File: src/rtl/kq_pkg.sv
// Shared types and constants for the key event queue.
// Depends on nothing; every rtl file uses it by scoped names.
package kq_pkg;

    // input word
    typedef struct packed {
        logic [1:0] command;
        logic [7:0] key_code;
        logic       pressed;
    } in_word_t;

    // result word
    typedef struct packed {
        logic       event_valid;
        logic       event_pressed;
        logic [7:0] event_key;
        logic [5:0] queue_count;
        logic       dropped;
    } out_word_t;

    // command codes
    localparam logic [1:0] CMD_KEY  = 2'd0;
    localparam logic [1:0] CMD_TICK = 2'd1;
    localparam logic [1:0] CMD_POP  = 2'd2;
    localparam logic [1:0] CMD_NOP  = 2'd3;

    // register indexes (byte address = 4 * index)
    localparam logic REG_DELAY  = 1'b0;
    localparam logic REG_PERIOD = 1'b1;

    localparam logic [9:0] DELAY_RST  = 10'd1000;
    localparam logic [8:0] PERIOD_RST = 9'd400;

    localparam int EVT_W = 9;   // bit 8 down flag, bits 7..0 key

    // controller -> datapath
    typedef struct packed {
        logic start;      // word accepted, latch payload, clear flags
        logic key_push;   // key change: push event, update held key
        logic tick_inc;   // advance millisecond counter
        logic tick_fire;  // repeat check, push repeat event
        logic pop;        // read oldest event
        logic load;       // load result register
    } ctl_cmd_t;

    // datapath -> controller
    typedef struct packed {
        logic out_free;   // result register empty or draining
    } dp_stat_t;

endpackage

File: src/rtl/key_event_queue_with_autorepeat.sv
// Keyboard event queue with typematic auto-repeat.
// Sequence: key change and pop pass through their own state, tick through the tick
// and fire states, the unused command straight to finish; items are taken one at a
// time, as set by the controller sequence and the registered read for a pop.
// Reset (rst_n, async low) clears pointers, held key, timers and control;
// the event memory is not cleared, unread entries are never returned.
module key_event_queue_with_autorepeat
#(
    parameter int QUEUE_DEPTH = 64   // ring slots, one stays empty
)
(
    input  logic              clk,
    input  logic              rst_n,
    // input channel
    input  logic              in_valid,
    output logic              in_stall,
    input  kq_pkg::in_word_t  in_word,
    // result channel
    output logic              out_valid,
    input  logic              out_stall,
    output kq_pkg::out_word_t out_word,
    // configuration port
    input  logic              psel,
    input  logic              penable,
    input  logic              pwrite,
    input  logic [2:0]        paddr,
    input  logic [31:0]       pwdata,
    output logic [31:0]       prdata,
    output logic              pready
);

    logic [9:0]       repeat_delay_ms;
    logic [8:0]       repeat_period_ms;
    kq_pkg::ctl_cmd_t cmd;
    kq_pkg::dp_stat_t stat;

    // delay and period registers
    kq_regs u_regs
    (
        .clk              (clk),
        .rst_n            (rst_n),
        .psel             (psel),
        .penable          (penable),
        .pwrite           (pwrite),
        .paddr            (paddr),
        .pwdata           (pwdata),
        .prdata           (prdata),
        .pready           (pready),
        .repeat_delay_ms  (repeat_delay_ms),
        .repeat_period_ms (repeat_period_ms)
    );

    // sequencer: idle -> key | tick,fire | pop | straight on for nop -> finish (waits for free
    // result register) -> idle
    kq_ctrl u_ctrl
    (
        .clk        (clk),
        .rst_n      (rst_n),
        .in_valid   (in_valid),
        .in_command (in_word.command),
        .in_stall   (in_stall),
        .stat       (stat),
        .cmd        (cmd)
    );

    // ring memory, timers and the output word register; the result register
    // lets the next word be accepted while a finished one waits downstream
    kq_dp #(.QUEUE_DEPTH(QUEUE_DEPTH)) u_dp
    (
        .clk              (clk),
        .rst_n            (rst_n),
        .in_word          (in_word),
        .repeat_delay_ms  (repeat_delay_ms),
        .repeat_period_ms (repeat_period_ms),
        .cmd              (cmd),
        .stat             (stat),
        .out_valid        (out_valid),
        .out_stall        (out_stall),
        .out_word         (out_word)
    );

endmodule

File: src/rtl/kq_regs.sv
// Configuration registers behind the APB-style port.
// Depends on kq_pkg.
module kq_regs
(
    input  logic        clk,
    input  logic        rst_n,
    input  logic        psel,
    input  logic        penable,
    input  logic        pwrite,
    input  logic [2:0]  paddr,
    input  logic [31:0] pwdata,
    output logic [31:0] prdata,
    output logic        pready,
    output logic [9:0]  repeat_delay_ms,
    output logic [8:0]  repeat_period_ms
);

    logic [9:0] delay_reg;
    logic [8:0] period_reg;
    logic       wr_en;
    logic       idx;

    assign pready = 1'b1;
    assign wr_en  = psel & penable & pwrite;
    assign idx    = paddr[2];

    always_ff @(posedge clk or negedge rst_n)
    begin
        if (!rst_n)
        begin
            delay_reg  <= kq_pkg::DELAY_RST;
            period_reg <= kq_pkg::PERIOD_RST;
        end
        else if (wr_en)
        begin
            unique case (idx)
                kq_pkg::REG_DELAY:  delay_reg  <= pwdata[9:0];
                kq_pkg::REG_PERIOD: period_reg <= pwdata[8:0];
                default: ;
            endcase
        end
    end

    always_comb
    begin
        unique case (idx)
            kq_pkg::REG_DELAY:  prdata = {22'd0, delay_reg};
            kq_pkg::REG_PERIOD: prdata = {23'd0, period_reg};
            default:            prdata = 32'd0;
        endcase
    end

    assign repeat_delay_ms  = delay_reg;
    assign repeat_period_ms = period_reg;

endmodule

File: src/rtl/kq_ctrl.sv
// Sequencer for the key event queue: one item at a time.
// Depends on kq_pkg.
module kq_ctrl
(
    input  logic             clk,
    input  logic             rst_n,
    input  logic             in_valid,
    input  logic [1:0]       in_command,
    output logic             in_stall,
    input  kq_pkg::dp_stat_t stat,
    output kq_pkg::ctl_cmd_t cmd
);

    localparam logic [2:0] ST_IDLE = 3'd0;
    localparam logic [2:0] ST_KEY  = 3'd1;
    localparam logic [2:0] ST_TICK = 3'd2;
    localparam logic [2:0] ST_FIRE = 3'd3;
    localparam logic [2:0] ST_POP  = 3'd4;
    localparam logic [2:0] ST_FIN  = 3'd5;

    logic [2:0] state_reg;
    logic [2:0] state_next;
    logic       accept;

    assign in_stall = (state_reg != ST_IDLE);
    assign accept   = in_valid & (state_reg == ST_IDLE);

    always_comb
    begin
        state_next = state_reg;
        unique case (state_reg)
            ST_IDLE:
            begin
                if (accept)
                begin
                    unique case (in_command)
                        kq_pkg::CMD_KEY:  state_next = ST_KEY;
                        kq_pkg::CMD_TICK: state_next = ST_TICK;
                        kq_pkg::CMD_POP:  state_next = ST_POP;
                        default:          state_next = ST_FIN;
                    endcase
                end
            end
            ST_KEY:  state_next = ST_FIN;
            ST_TICK: state_next = ST_FIRE;
            ST_FIRE: state_next = ST_FIN;
            ST_POP:  state_next = ST_FIN;
            ST_FIN:  if (stat.out_free) state_next = ST_IDLE;
            default: state_next = ST_IDLE;
        endcase
    end

    always_ff @(posedge clk or negedge rst_n)
    begin
        if (!rst_n)
            state_reg <= ST_IDLE;
        else
            state_reg <= state_next;
    end

    always_comb
    begin
        cmd.start     = accept;
        cmd.key_push  = (state_reg == ST_KEY);
        cmd.tick_inc  = (state_reg == ST_TICK);
        cmd.tick_fire = (state_reg == ST_FIRE);
        cmd.pop       = (state_reg == ST_POP);
        cmd.load      = (state_reg == ST_FIN) & stat.out_free;
    end

endmodule

File: src/rtl/kq_dp.sv
// Datapath: event ring memory, pointers, repeat timer and result register.
// Depends on kq_pkg.
module kq_dp
#(
    parameter int QUEUE_DEPTH = 64
)
(
    input  logic              clk,
    input  logic              rst_n,
    input  kq_pkg::in_word_t  in_word,
    input  logic [9:0]        repeat_delay_ms,
    input  logic [8:0]        repeat_period_ms,
    input  kq_pkg::ctl_cmd_t  cmd,
    output kq_pkg::dp_stat_t  stat,
    output logic              out_valid,
    input  logic              out_stall,
    output kq_pkg::out_word_t out_word
);

    localparam int PW = $clog2(QUEUE_DEPTH);
    localparam int CW = (PW > 6) ? PW : 6;
    localparam logic [PW-1:0] LAST = PW'(QUEUE_DEPTH - 1);

    logic [kq_pkg::EVT_W-1:0] mem [QUEUE_DEPTH];
    logic [kq_pkg::EVT_W-1:0] mem_q;

    logic [PW-1:0] rd_ptr_reg, wr_ptr_reg, cnt_reg;
    logic [7:0]    held_reg;
    logic [31:0]   now_reg, press_reg, last_reg;
    logic          lost_reg, popv_reg, out_valid_reg;
    logic [7:0]    key_reg;
    logic          pressed_reg;
    kq_pkg::out_word_t out_reg;

    logic          full, fire, push_en, do_write, do_read;
    logic [31:0]   elapsed, limit;
    logic [PW-1:0] wr_ptr_next, rd_ptr_next;
    logic [kq_pkg::EVT_W-1:0] push_data;
    logic [CW-1:0] cnt_ext;

    assign full        = (cnt_reg == LAST);
    assign wr_ptr_next = (wr_ptr_reg == LAST) ? '0 : wr_ptr_reg + 1'b1;
    assign rd_ptr_next = (rd_ptr_reg == LAST) ? '0 : rd_ptr_reg + 1'b1;

    // last == press means no repeat yet; then now-last equals now-press
    assign elapsed = now_reg - last_reg;
    assign limit   = (last_reg == press_reg) ? {22'd0, repeat_delay_ms}
                                             : {23'd0, repeat_period_ms};
    assign fire    = (held_reg != 8'd0) && (elapsed >= limit);

    assign push_en   = cmd.key_push | (cmd.tick_fire & fire);
    assign push_data = cmd.key_push ? {pressed_reg, key_reg} : {1'b1, held_reg};
    assign do_write  = push_en & ~full;
    assign do_read   = cmd.pop & (cnt_reg != '0);

    always_ff @(posedge clk)
    begin
        if (do_write)
            mem[wr_ptr_reg] <= push_data;
        if (do_read)
            mem_q <= mem[rd_ptr_reg];
    end

    always_ff @(posedge clk)
    begin
        if (cmd.start)
        begin
            key_reg     <= in_word.key_code;
            pressed_reg <= in_word.pressed;
        end
    end

    always_ff @(posedge clk or negedge rst_n)
    begin
        if (!rst_n)
        begin
            rd_ptr_reg <= '0;
            wr_ptr_reg <= '0;
            cnt_reg    <= '0;
            held_reg   <= '0;
            now_reg    <= '0;
            press_reg  <= '0;
            last_reg   <= '0;
            lost_reg   <= 1'b0;
            popv_reg   <= 1'b0;
        end
        else
        begin
            if (cmd.start)
            begin
                lost_reg <= 1'b0;
                popv_reg <= 1'b0;
            end
            if (push_en)
                lost_reg <= full;
            if (do_write)
            begin
                wr_ptr_reg <= wr_ptr_next;
                cnt_reg    <= cnt_reg + 1'b1;
            end
            if (cmd.key_push)
            begin
                if (pressed_reg)
                begin
                    held_reg  <= key_reg;
                    press_reg <= now_reg;
                    last_reg  <= now_reg;
                end
                else if (key_reg == held_reg)
                    held_reg <= '0;
            end
            if (cmd.tick_inc)
                now_reg <= now_reg + 32'd1;
            if (cmd.tick_fire & fire)
                last_reg <= now_reg;
            if (do_read)
            begin
                rd_ptr_reg <= rd_ptr_next;
                cnt_reg    <= cnt_reg - 1'b1;
                popv_reg   <= 1'b1;
            end
        end
    end

    assign stat.out_free = ~out_valid_reg | ~out_stall;
    assign cnt_ext       = CW'(cnt_reg);

    always_ff @(posedge clk or negedge rst_n)
    begin
        if (!rst_n)
            out_valid_reg <= 1'b0;
        else if (cmd.load)
            out_valid_reg <= 1'b1;
        else if (!out_stall)
            out_valid_reg <= 1'b0;
    end

    always_ff @(posedge clk)
    begin
        if (cmd.load)
        begin
            out_reg.event_valid   <= popv_reg;
            out_reg.event_pressed <= popv_reg & mem_q[8];
            out_reg.event_key     <= popv_reg ? mem_q[7:0] : 8'd0;
            out_reg.queue_count   <= cnt_ext[5:0];
            out_reg.dropped       <= lost_reg;
        end
    end

    assign out_valid = out_valid_reg;
    assign out_word  = out_reg;

endmodule

File: config.mk
export PLATFORM = sky130hd
export DESIGN_NAME = key_event_queue_with_autorepeat
export DESIGN_NICKNAME = d
export VERILOG_FILES = /design/src/rtl/kq_pkg.sv /design/src/rtl/key_event_queue_with_autorepeat.sv /design/src/rtl/kq_regs.sv /design/src/rtl/kq_ctrl.sv /design/src/rtl/kq_dp.sv
export SDC_FILE = /design/constraint.sdc
export NUM_CORES = 1
export LEC_CHECK = 0
export BUFFER_PORTS_ARGS = -buffer_cell sky130_fd_sc_hd__buf_2
export CAP_MARGIN = 20
export CORE_MARGIN = 1
export CORE_UTILIZATION = 56
export DETAILED_ROUTE_END_ITERATION = 10
export GPL_ROUTABILITY_DRIVEN = 0
export PLACE_DENSITY = 0.78
export SYNTH_ARGS = -nofsm -noshare
export SYNTH_HDL_FRONTEND = slang
export SYNTH_SLANG_ARGS = --single-unit
File: constraint.sdc
create_clock -name clk -period 4.6 [get_ports clk]
set_input_delay 0.92 -clock clk [delete_from_list [all_inputs] [get_ports clk]]
set_output_delay 0.92 -clock clk [all_outputs]
set_load 0.01 [all_outputs]
[Yosys cells after proc, flatten, opt, wreduce, memory -nomap -nowiden]
Memory sizes are Yosys's and may differ from the RTL's. A register that Yosys moved wholly into a read port is not among the register bits.
Index checks and enable logic that the tools add are counted.
Storage, ports and cells
  bits in writable memories: 576
  register bits: 173
  output and inout bits: 52
  memories: 1
Operators by class
  muxes and demuxes: 23
  bitwise logic cells: 14
  $lt $le $gt $ge: 1
  add/subtract/negate cells: 6
  equality and inequality tests: 15
  reductions and logical operators: 19
Memories
  u_dp.mem: words 64, width 9, rd ports 1, clocked after Yosys merged registers in 1, write ports 1, line kq_dp.sv:24  | logic [kq_pkg::EVT_W-1:0] mem [QUEUE_DEPTH];
Operator list (count)
  $mux 32: 3
  $pmux 32 s2: 1
  $add 32x1->32 const B: 1
  $eq 32x32->1: 1
  $ge 32x32->1: 1
  $sub 32x32->32: 1
  $mux 6: 4
  $add 6x1->6 const B: 3
  $eq 6x6->1 const B: 3
  $mux 8: 2
  $pmux 3 s4: 1
  $reduce_and 2->1: 6
  $reduce_bool 2->1: 6
  $mux 10: 1
  $mux 9: 1
  $pmux 3 s3: 1
  $and 1x1->1: 8
  $eq 8x8->1: 1
  $reduce_bool 8->1: 1
  $mux 1: 7
  $eq 3x2->1 const B: 2
  $eq 3x3->1 const B: 2
  $mux 3: 2
  $ne 2x1->1 const B: 3
  other kinds (12): 16

[Depth between registers and ports, before layout]
Gate-level depths: netlist of the first run.
  word-level depth: 9
  mapped depth: 22

[Modules after synthesis]
A second synthesis of the first run with hierarchy kept.
Unflattened totals
  cell total of the unflattened synthesis: 1977
  area total of the unflattened synthesis: 33106.8 µm²
Modules (own cells, without submodules)
  kq_dp: area an instance 31769.2 µm², instances 1, sequential area each 21475.6 µm², cells an instance 1870
  kq_regs: area an instance 1063.5 µm², instances 1, sequential area each 486.7 µm², cells an instance 77
  kq_ctrl: area an instance 274.0 µm², instances 1, sequential area each 75.1 µm², cells an instance 30

[Worst setup path before layout of the first run]
Ideal clock, no wire load.
  path type: reg2reg
  start point: reg u_dp.now_reg[0]
  end point: mem u_dp.mem[31][0] (netlist bit) (enable)
  library setup time: 0.374 ns
  buffers on the path: 2
  stages on the path, launching flop included: 23
  required time: 4.226 ns
  setup slack: 0.025 ns
  data arrival time: 4.201 ns
  cell sequence: dfrtp_1 > inv_1 > ha_1 > fa_1 > nand2b_1 > a21oi_1 > nor2_1 > o21ai_0 > xor2_1 > ha_1 > nand2_1 > nor4_1 > o31a_1 > a211oi_1 > and4_1 > o211ai_1 > nor4_1 > nand4b_2 > nand2_2 > buf_6 > or3_1 > buf_4 > nor2_1
Between the ends
  cells in the longest elaborated chain, start to end: 8
RTL lines
  from (decl): line kq_dp.sv:29  | logic [31:0] now_reg, press_reg, last_reg;
  from (signal assigned): line kq_dp.sv:113  | now_reg <= now_reg + 32'd1;
  $sub 32x32->32: line kq_dp.sv:46  | assign elapsed = now_reg - last_reg;
  $ge 32x32->1: line kq_dp.sv:49  | assign fire = (held_reg != 8'd0) && (elapsed >= limit);
  $logic_and 1x1->1: line kq_dp.sv:49
  $and 1x1->1: line kq_dp.sv:51  | assign push_en = cmd.key_push | (cmd.tick_fire & fire);
  $or 1x1->1: line kq_dp.sv:51
  $and 1x1->1: line kq_dp.sv:53  | assign do_write = push_en & ~full;
  $mux 1: line kq_dp.sv:58  | if (do_write)
  $mux 1 (implied by the code): line kq_dp.sv:59  | mem[wr_ptr_reg] <= push_data;
  to (decl): line kq_dp.sv:24
Every way passes these cells.

[Worst setup path in the final report of the first run]
  start point: reg u_dp.last_reg[27]
  end point: reg u_dp.wr_ptr_reg[3]
Between the ends
  cells in the longest elaborated chain, start to end: 7
RTL lines
  from (decl): line kq_dp.sv:29
  from (signal assigned): line kq_dp.sv:107  | last_reg <= now_reg;
  from (signal assigned): line kq_dp.sv:115  | last_reg <= now_reg;
  parallel branches: the longest is 2 deep, another holds $sub 32x32->32
  $ge 32x32->1 *: line kq_dp.sv:49
  $logic_and 1x1->1 *: line kq_dp.sv:49
  $and 1x1->1 *: line kq_dp.sv:51
  $or 1x1->1 *: line kq_dp.sv:51
  $and 1x1->1 *: line kq_dp.sv:53
  to (signal assigned): line kq_dp.sv:98  | wr_ptr_reg <= wr_ptr_next;
  to (decl): line kq_dp.sv:27  | logic [PW-1:0] rd_ptr_reg, wr_ptr_reg, cnt_reg;
Mark *: on every way between the ends.
A chain may end at the register's enable or synchronous reset.

==> flow_metrics.env, run 1 <==
export IMPL_status="complete, but fails checks"
export IMPL_violations="setup timing"
export IMPL_power_density_mw_per_mm2=593
export IMPL_slew_limit_headroom=0.180
export IMPL_rows=89
export IMPL_slowest_stage="dfrtp_1"
export IMPL_io_buffers=57
export IMPL_worst_r2r_endpoint="u_dp.wr_ptr_reg[3]"
export IMPL_first_pass_iters=6
export IMPL_peakVddDrop_mv=0.463
export IMPL_regToRegStartpoint="u_dp.last_reg[27]"
export IMPL_p_switching_w=0.00788
export IMPL_routed_wl_um=89500
export IMPL_clock_tree_root_cell="clkbuf_16"
export IMPL_synth_cell_types=87
export IMPL_max_cap_viol_count=0
export IMPL_synth_ff_latch_count=758
export IMPL_die_w_um=246
export IMPL_drc_errors=0
export IMPL_path_class="reg2reg"
export IMPL_largest_register_ffs=576
export IMPL_cp_cell_sequence="xnor2_1 > nand4_1 > nor4_4 > buf_4 > nand2_8 > mux2_4 > ha_4 > nor2_2 > a21oi_2 > o31a_1 > a211oi_1 > and4_1 > o211ai_1 > nor4_2 > nand4b_2 > nand2_4 > buf_4 > buf_6 > buf_8 > buf_4 > nor3_1 > mux2i_1"
export IMPL_intPower_w=0.0156
export IMPL_start_util=0.565
export IMPL_layout_drive_gt1_share=0.362
export IMPL_ff2ff_setup_slack_ns=-0.27
export IMPL_syn_area_per_cell_um2=17.1
export IMPL_postSynthCellCount=1944
export IMPL_critical_path_max_stage_delay_ns=0.38
export IMPL_grt_max_degree=99
export IMPL_grt_pass1_vias=19560
export IMPL_hp_class="in2async"
export IMPL_hpwl_um=50100
export IMPL_core_mm2=0.0589
export IMPL_cp_num_buf_inv=5
export IMPL_detail_route_wl_per_cell_um=29.3
export IMPL_gr_total_overflow=0
export IMPL_regMostFlops="u_dp.mem"
export IMPL_cts_made_buffers=76
export IMPL_worstMarginPinSlew_ns=1.23
export IMPL_dieArea_mm2=0.0604
export IMPL_worst_r2r_cell_count=22
export IMPL_seqPwrFrac=0.398
export IMPL_yosysWarnings=0
export IMPL_grt_pass1_wl_um=125000
export IMPL_ant_nets=0
export IMPL_rsz0062_at_grt="true"
export IMPL_die_h_um=246
export IMPL_route_vias_total=20208
export IMPL_cp_top_family="simple AND/OR/NAND/NOR gates"
export IMPL_startpoint="u_dp.last_reg[27]"
export IMPL_crit_required_ns=5.11
export IMPL_htree_levels=3
export IMPL_io_pins=105
export IMPL_synth_edf_count=611
export IMPL_insertion_delay_ns=0.65
export IMPL_fin_crit_ns=4.87
export IMPL_ctsLongestPathBuffers=3
export IMPL_leakagePower_nw=14.4
export IMPL_p_clk_frac=0.256
export IMPL_endpoint_kind="register"
export IMPL_async_reset_ff_frac=0.194
export IMPL_sw_frac_of_total=0.335
export IMPL_finalWorstSetupSlack_ns=-0.266
export IMPL_slew_violations=0
export IMPL_report_final_setup_viol=556
export IMPL_drtIter0Drc=2418
export IMPL_worst_setup_path_start_kind="register"
export IMPL_synth_seq_area_share=0.662
export IMPL_dp_cells=2842
export IMPL_fmax_mhz=206
export IMPL_syn_cell_area_mm2=0.0333
export IMPL_critPathMaxFanout=8
export IMPL_crit_top_cell="buf_4"
export IMPL_viasPerCell=6.62
export IMPL_ys_flop_type="edfxtp_1"
export IMPL_finalCritPeriodShare=1.06
export IMPL_grt_antenna_before_repair=1
export IMPL_syn2layout_area_growth_pct=19.0
export IMPL_arrival_ns=5.38
export IMPL_cts_tree="done"
export IMPL_instances_no_fill=3053
export IMPL_fin_worst_skew_ns=0.0352
export IMPL_finalSetupTns_ns=-59.44
export IMPL_fin_nets=2327
export IMPL_cts_num_sinks=758
export IMPL_clk_pin_slew_ns=0.06
export IMPL_hold_viol_final=0
export IMPL_comb_power_share=0.345
export IMPL_grt_usage=0.284
cell usage in the layout, fill, tap and decap left out, types with 17 or more instances in the layout:
| cell type | instances |
|---|---|
| buf_2 | 56 |
| mux2_2 | 75 |
| nor2_4 | 65 |
| nand3_1 | 22 |
| buf_12 | 36 |
| nor2_1 | 47 |
| o21ai_0 | 22 |
| clkbuf_16 | 83 |
| nand4_1 | 38 |
| buf_4 | 147 |
| mux4_2 | 189 |
| dfrtp_1 | 135 |
| mux2i_1 | 17 |
| xnor2_1 | 74 |
| inv_1 | 54 |
| buf_6 | 34 |
| a21oi_1 | 43 |
| mux2_4 | 31 |
| ha_1 | 47 |
| edfxtp_1 | 611 |
| clkbuf_1 | 27 |
| nor3_1 | 17 |
| conb_1 | 23 |
| nand2_1 | 84 |
stage by stage:
step | worst slack [ns] | power, W | util | cell area (um^2) | hold WS [ns]
after floorplan | 0.0251 | 0.0138 | - | 33400 | 0.425
after global placement | -0.557 | 0.0162 | 0.601 | 35400 | 0.435
after detailed placement | -0.688 | 0.0165 | 0.601 | 35400 | 0.439
after CTS | -0.150 | 0.0229 | 0.659 | 38800 | 0.436
after global routing | -0.453 | 0.0241 | 0.672 | 39600 | 0.451
final | -0.266 | 0.0235 | 0.673 | 39600 | 0.407
worst max-delay path by stage:
stage,to,slack (ns),depth (start not counted)
floorplan,u_dp.mem[31][0],0.03,22
global placement,u_dp.mem[50][8],-0.56,20
detailed placement,u_dp.mem[62][7],-0.69,20
CTS,u_dp.last_reg[16],-0.15,23
global route,u_dp.wr_ptr_reg[3],-0.45,24
finish,u_dp.wr_ptr_reg[3],-0.27,22
cell usage after synthesis (all sizes together) (19+ instances only):
library cell  instances  share of area
mux2                106          0.039
a21oi                51         0.0085
o21ai                35         0.0054
nand2                88          0.010
inv                  54         0.0061
xnor2                76          0.020
nor3                 21         0.0033
buf                  71          0.014
clkbuf               45         0.0051
nand4                38         0.0071
edfxtp              611           0.55
nor2                105          0.012
nand3                22         0.0033
mux2i                19         0.0057
ha                   51          0.019
mux4                189           0.13
dfrtp               138           0.10
power groups by stage:
stage	Combinational (W)	Sequential [W]	Clock [W]
2_1_floorplan	0.00464	0.00916	0
3_3_place_gp	0.00675	0.00941	0
3_5_place_dp	0.00702	0.00944	0
4_1_cts	0.00751	0.00933	0.00601
5_1_grt	0.00840	0.00941	0.00632
6_report	0.00811	0.00936	0.00603
layer usage:
metal / routed length, um / global-route usage
met2: 44500 / 0.463
met3: 9190 / 0.0499
met4: 3790 / 0.104
met5: 13 / 0
met1: 32000 / 0.385
logic make-up after synthesis:
| kind of cell | count (synthesis) | share of synthesized area |
|---|---|---|
| xor gates and xnor gates | 91 | 0.0239 |
| buffers and inverters | 170 | 0.0248 |
| other | 2 | 0.000226 |
| muxes | 314 | 0.173 |
| and+or+nand+nor | 364 | 0.0545 |
| DFF | 758 | 0.662 |
| AOI/OAI and AO/OA | 192 | 0.0415 |
| adders and majority gates | 53 | 0.0204 |
layout make-up:
class	count	area, um^2
well taps	773	967
diodes	1	2.50
fillers	3618	19300
inverters	54	203
repair buffers	283	2720
clock buffers	111	2120
flip-flops and latches	758	22000
clock inverters	25	251
multi-input cells	1048	11300
what timing repair did:
item / CTS / global route
gates cloned: 6 / 17
endpoints found under the hold margin: 0 / 0
setup buffers: 25 / 30
pin swaps: 47 / 47
hold buffers: 0 / 0
resized for setup: 148 / 76
setup endpoints to repair: 620 / 620
No activity file was read; power rests on OpenSTA's default activity.
==> run 2: changes to the inputs <==
--- a/config.mk
+++ b/config.mk
@@ -5,11 +5,11 @@
 export SDC_FILE = /design/constraint.sdc
 export NUM_CORES = 1
 export LEC_CHECK = 0
-export BUFFER_PORTS_ARGS = -buffer_cell sky130_fd_sc_hd__buf_2
 export CAP_MARGIN = 20
 export CORE_MARGIN = 1
-export CORE_UTILIZATION = 56
+export CORE_UTILIZATION = 58
 export DETAILED_ROUTE_END_ITERATION = 10
+export DONT_BUFFER_PORTS = 1
 export GPL_ROUTABILITY_DRIVEN = 0
 export PLACE_DENSITY = 0.78
 export SYNTH_ARGS = -nofsm -noshare
==> run 2 against run 1 <==
The run still ends with setup timing left. Wire length fell by 3.2%. Die area fell by 3.4%. Worst hold slack got worse by 0.28 ns. Flip-flop and latch count did not move. Combinational power fell by 6.3%. Clock power rose by 7.5%. Via count fell by 2.8%. Final area fell by 1.3%. First-iteration DRC count barely moved. Sequential power rose by 2%. Register-to-register slack got worse by 0.08 ns. Critical path type unchanged. Largest power group unchanged.
==> flow_metrics.env, run 2 (synthesis gave the netlist of run 1 again) <==
export IMPL_ant_nets=0
export IMPL_first_pass_iters=6
export IMPL_fin_crit_ns=4.95
export IMPL_cts_num_sinks=758
export IMPL_viasPerCell=6.57
export IMPL_insertion_delay_ns=0.62
export IMPL_clk_pin_slew_ns=0.06
export IMPL_grt_antenna_before_repair=2
export IMPL_syn2layout_area_growth_pct=17.4
export IMPL_arrival_ns=5.32
export IMPL_regMostFlops="u_dp.mem"
export IMPL_cts_made_buffers=76
export IMPL_hp_class="in2async"
export IMPL_fin_nets=2275
export IMPL_ctsLongestPathBuffers=3
export IMPL_endpoint_kind="register"
export IMPL_leakagePower_nw=14.3
export IMPL_rsz0062_at_grt="true"
export IMPL_grt_pass1_wl_um=125000
export IMPL_p_total_w=0.0236
export IMPL_status="complete, but fails checks"
export IMPL_route_vias_total=19639
export IMPL_power_density_mw_per_mm2=603
export IMPL_final_cell_mix="edfxtp_1, mux4_2, buf_4, dfrtp_1, nand2_1"
export IMPL_die_w_um=242
export IMPL_finalCritPeriodShare=1.08
export IMPL_cts_tree="done"
export IMPL_clock_tree_root_cell="clkbuf_16"
export IMPL_layout_commonest_cell="edfxtp_1"
export IMPL_dieArea_mm2=0.0584
export IMPL_crit_required_ns=4.97
export IMPL_grt_usage=0.290
export IMPL_core_mm2=0.0565
export IMPL_slew_violations=0
export IMPL_drc_errors=0
export IMPL_io_pins=105
export IMPL_start_util=0.589
export IMPL_hold_viol_final=0
export IMPL_n_fill_cell=3300
export IMPL_htree_levels=3
export IMPL_worst_setup_path_start_kind="register"
export IMPL_detail_route_wl_per_cell_um=29.0
export IMPL_grt_pass1_vias=19678
export IMPL_routed_wl_um=86600
export IMPL_worstMarginPinSlew_ns=1.21
export IMPL_gr_total_overflow=0
export IMPL_slew_limit_headroom=0.190
export IMPL_grt_max_degree=76
export IMPL_drtIter0Drc=2420
export IMPL_fmax_mhz=202
export IMPL_fin_worst_skew_ns=0.0299
export IMPL_critPathMaxFanout=6
export IMPL_die_h_um=242
export IMPL_largest_register_ffs=576
export IMPL_layout_drive_gt1_share=0.338
export IMPL_violations="setup timing"
export IMPL_rows=87
export IMPL_antenna_cells=0
export IMPL_io_buffers=0
export IMPL_finalWorstSetupSlack_ns=-0.350
export IMPL_path_class="reg2reg"
export IMPL_max_cap_viol_count=0
export IMPL_hpwl_um=51000
export IMPL_report_final_setup_viol=599
export IMPL_whs_ns=0.130
export IMPL_peakVddDrop_mv=0.414
==> run 2: cell types whose count changed in the layout (fill, tap and decap cells not counted), sizes merged, moves of 3 or more <==
cell and delta:
clkinv +10, buf -37, bufinv +8, clkinvlp +3, clkbuf -24, nor2 -11
==> run 2: cell type report <==
cell class,count,area (um^2),share of cell area
flip-flops and latches,758,22000,0.564
multi-input cells,1037,10900,0.279
repair buffers,242,2370,0.0607
clock buffers,92,2060,0.0526
well taps,756,946,0.0242
clock inverters,48,556,0.0142
inverters,54,203,0.00519
==> run 2: worst paths after layout <==
check                                  startpoint                 end  slack, ns  depth (start not counted)
worst max-delay path            u_dp.last_reg[16]     u_dp.mem[32][8]      -0.35                         22
min in group clk                       in_word[0]    u_dp.pressed_reg       0.40                          0
worst min register to register      u_dp.lost_reg    u_dp.out_word[0]       0.46                          0
worst max register to register  u_dp.last_reg[16]     u_dp.mem[32][8]      -0.35                         22
max in group asynchronous                   rst_n  u_dp.rd_ptr_reg[0]       4.02                          1
worst min-delay path                        rst_n   u_dp.last_reg[17]       0.13                          1
==> run 2: routing by layer <==
metal,GRT usage,vias up,share of wire
met4,0.112,2,0.042
met5,0,-,0.00015
met3,0.0549,258,0.099
met1,0.391,10025,0.37
li1,-,8077,-
met2,0.472,1277,0.49
==> run 2: repair_timing <==
item / CTS / global route
pin swaps: 29 / 14
setup buffers: 13 / 8
cloned: 6 / 2
setup endpoints to repair: 616 / 618
hold buffers: 3 / 0
gates resized for setup: 71 / 48
hold endpoints to repair: 75 / 0
==> run 2: worst max-delay path, stage by stage, from the launching register on <==
cell      delay [ns]
dfrtp_1         0.42
xnor2_2         0.19
nand4_1         0.19
nor4_2          0.29
buf_4           0.20
nand2_8         0.08
buf_12          0.15
mux2_4          0.31
ha_4            0.21
nor2_2          0.08
a21oi_1         0.07
o31a_1          0.37
a211oi_2        0.16
and4_1          0.21
o211ai_1        0.11
nor4_2          0.39
nand4b_4        0.22
nand2_4         0.19
buf_6           0.14
buf_6           0.12
or2_4           0.25
nor2_1          0.11
buf_4           0.23
==> run 2: metrics by stage <==
| stage | setup slack, ns | cells | setup TNS (ns) | area, um^2 | utilization |
|---|---|---|---|---|---|
| 6_report | -0.350 | 2987 | -134.10 | 39100 | 0.692 |
| 5_1_grt | -0.454 | 2987 | -206.28 | 39100 | 0.692 |
| 4_1_cts | -0.319 | 2976 | -147.98 | 38700 | 0.686 |
| 3_5_place_dp | -0.684 | 2814 | -281.75 | 35500 | 0.628 |
| 3_3_place_gp | -0.637 | 2814 | -239.84 | 35500 | 0.628 |
| 2_1_floorplan | 0.0251 | 1965 | 0 | 33400 | - |
==> run 2: where the power goes <==
group | switching [W] | internal, W | total (W)
clock network | 0.00269 | 0.00378 | 0.00648
registers | 0.000679 | 0.00883 | 0.00951
logic | 0.00429 | 0.00330 | 0.00760
total | 0.00767 | 0.0159 | 0.0236
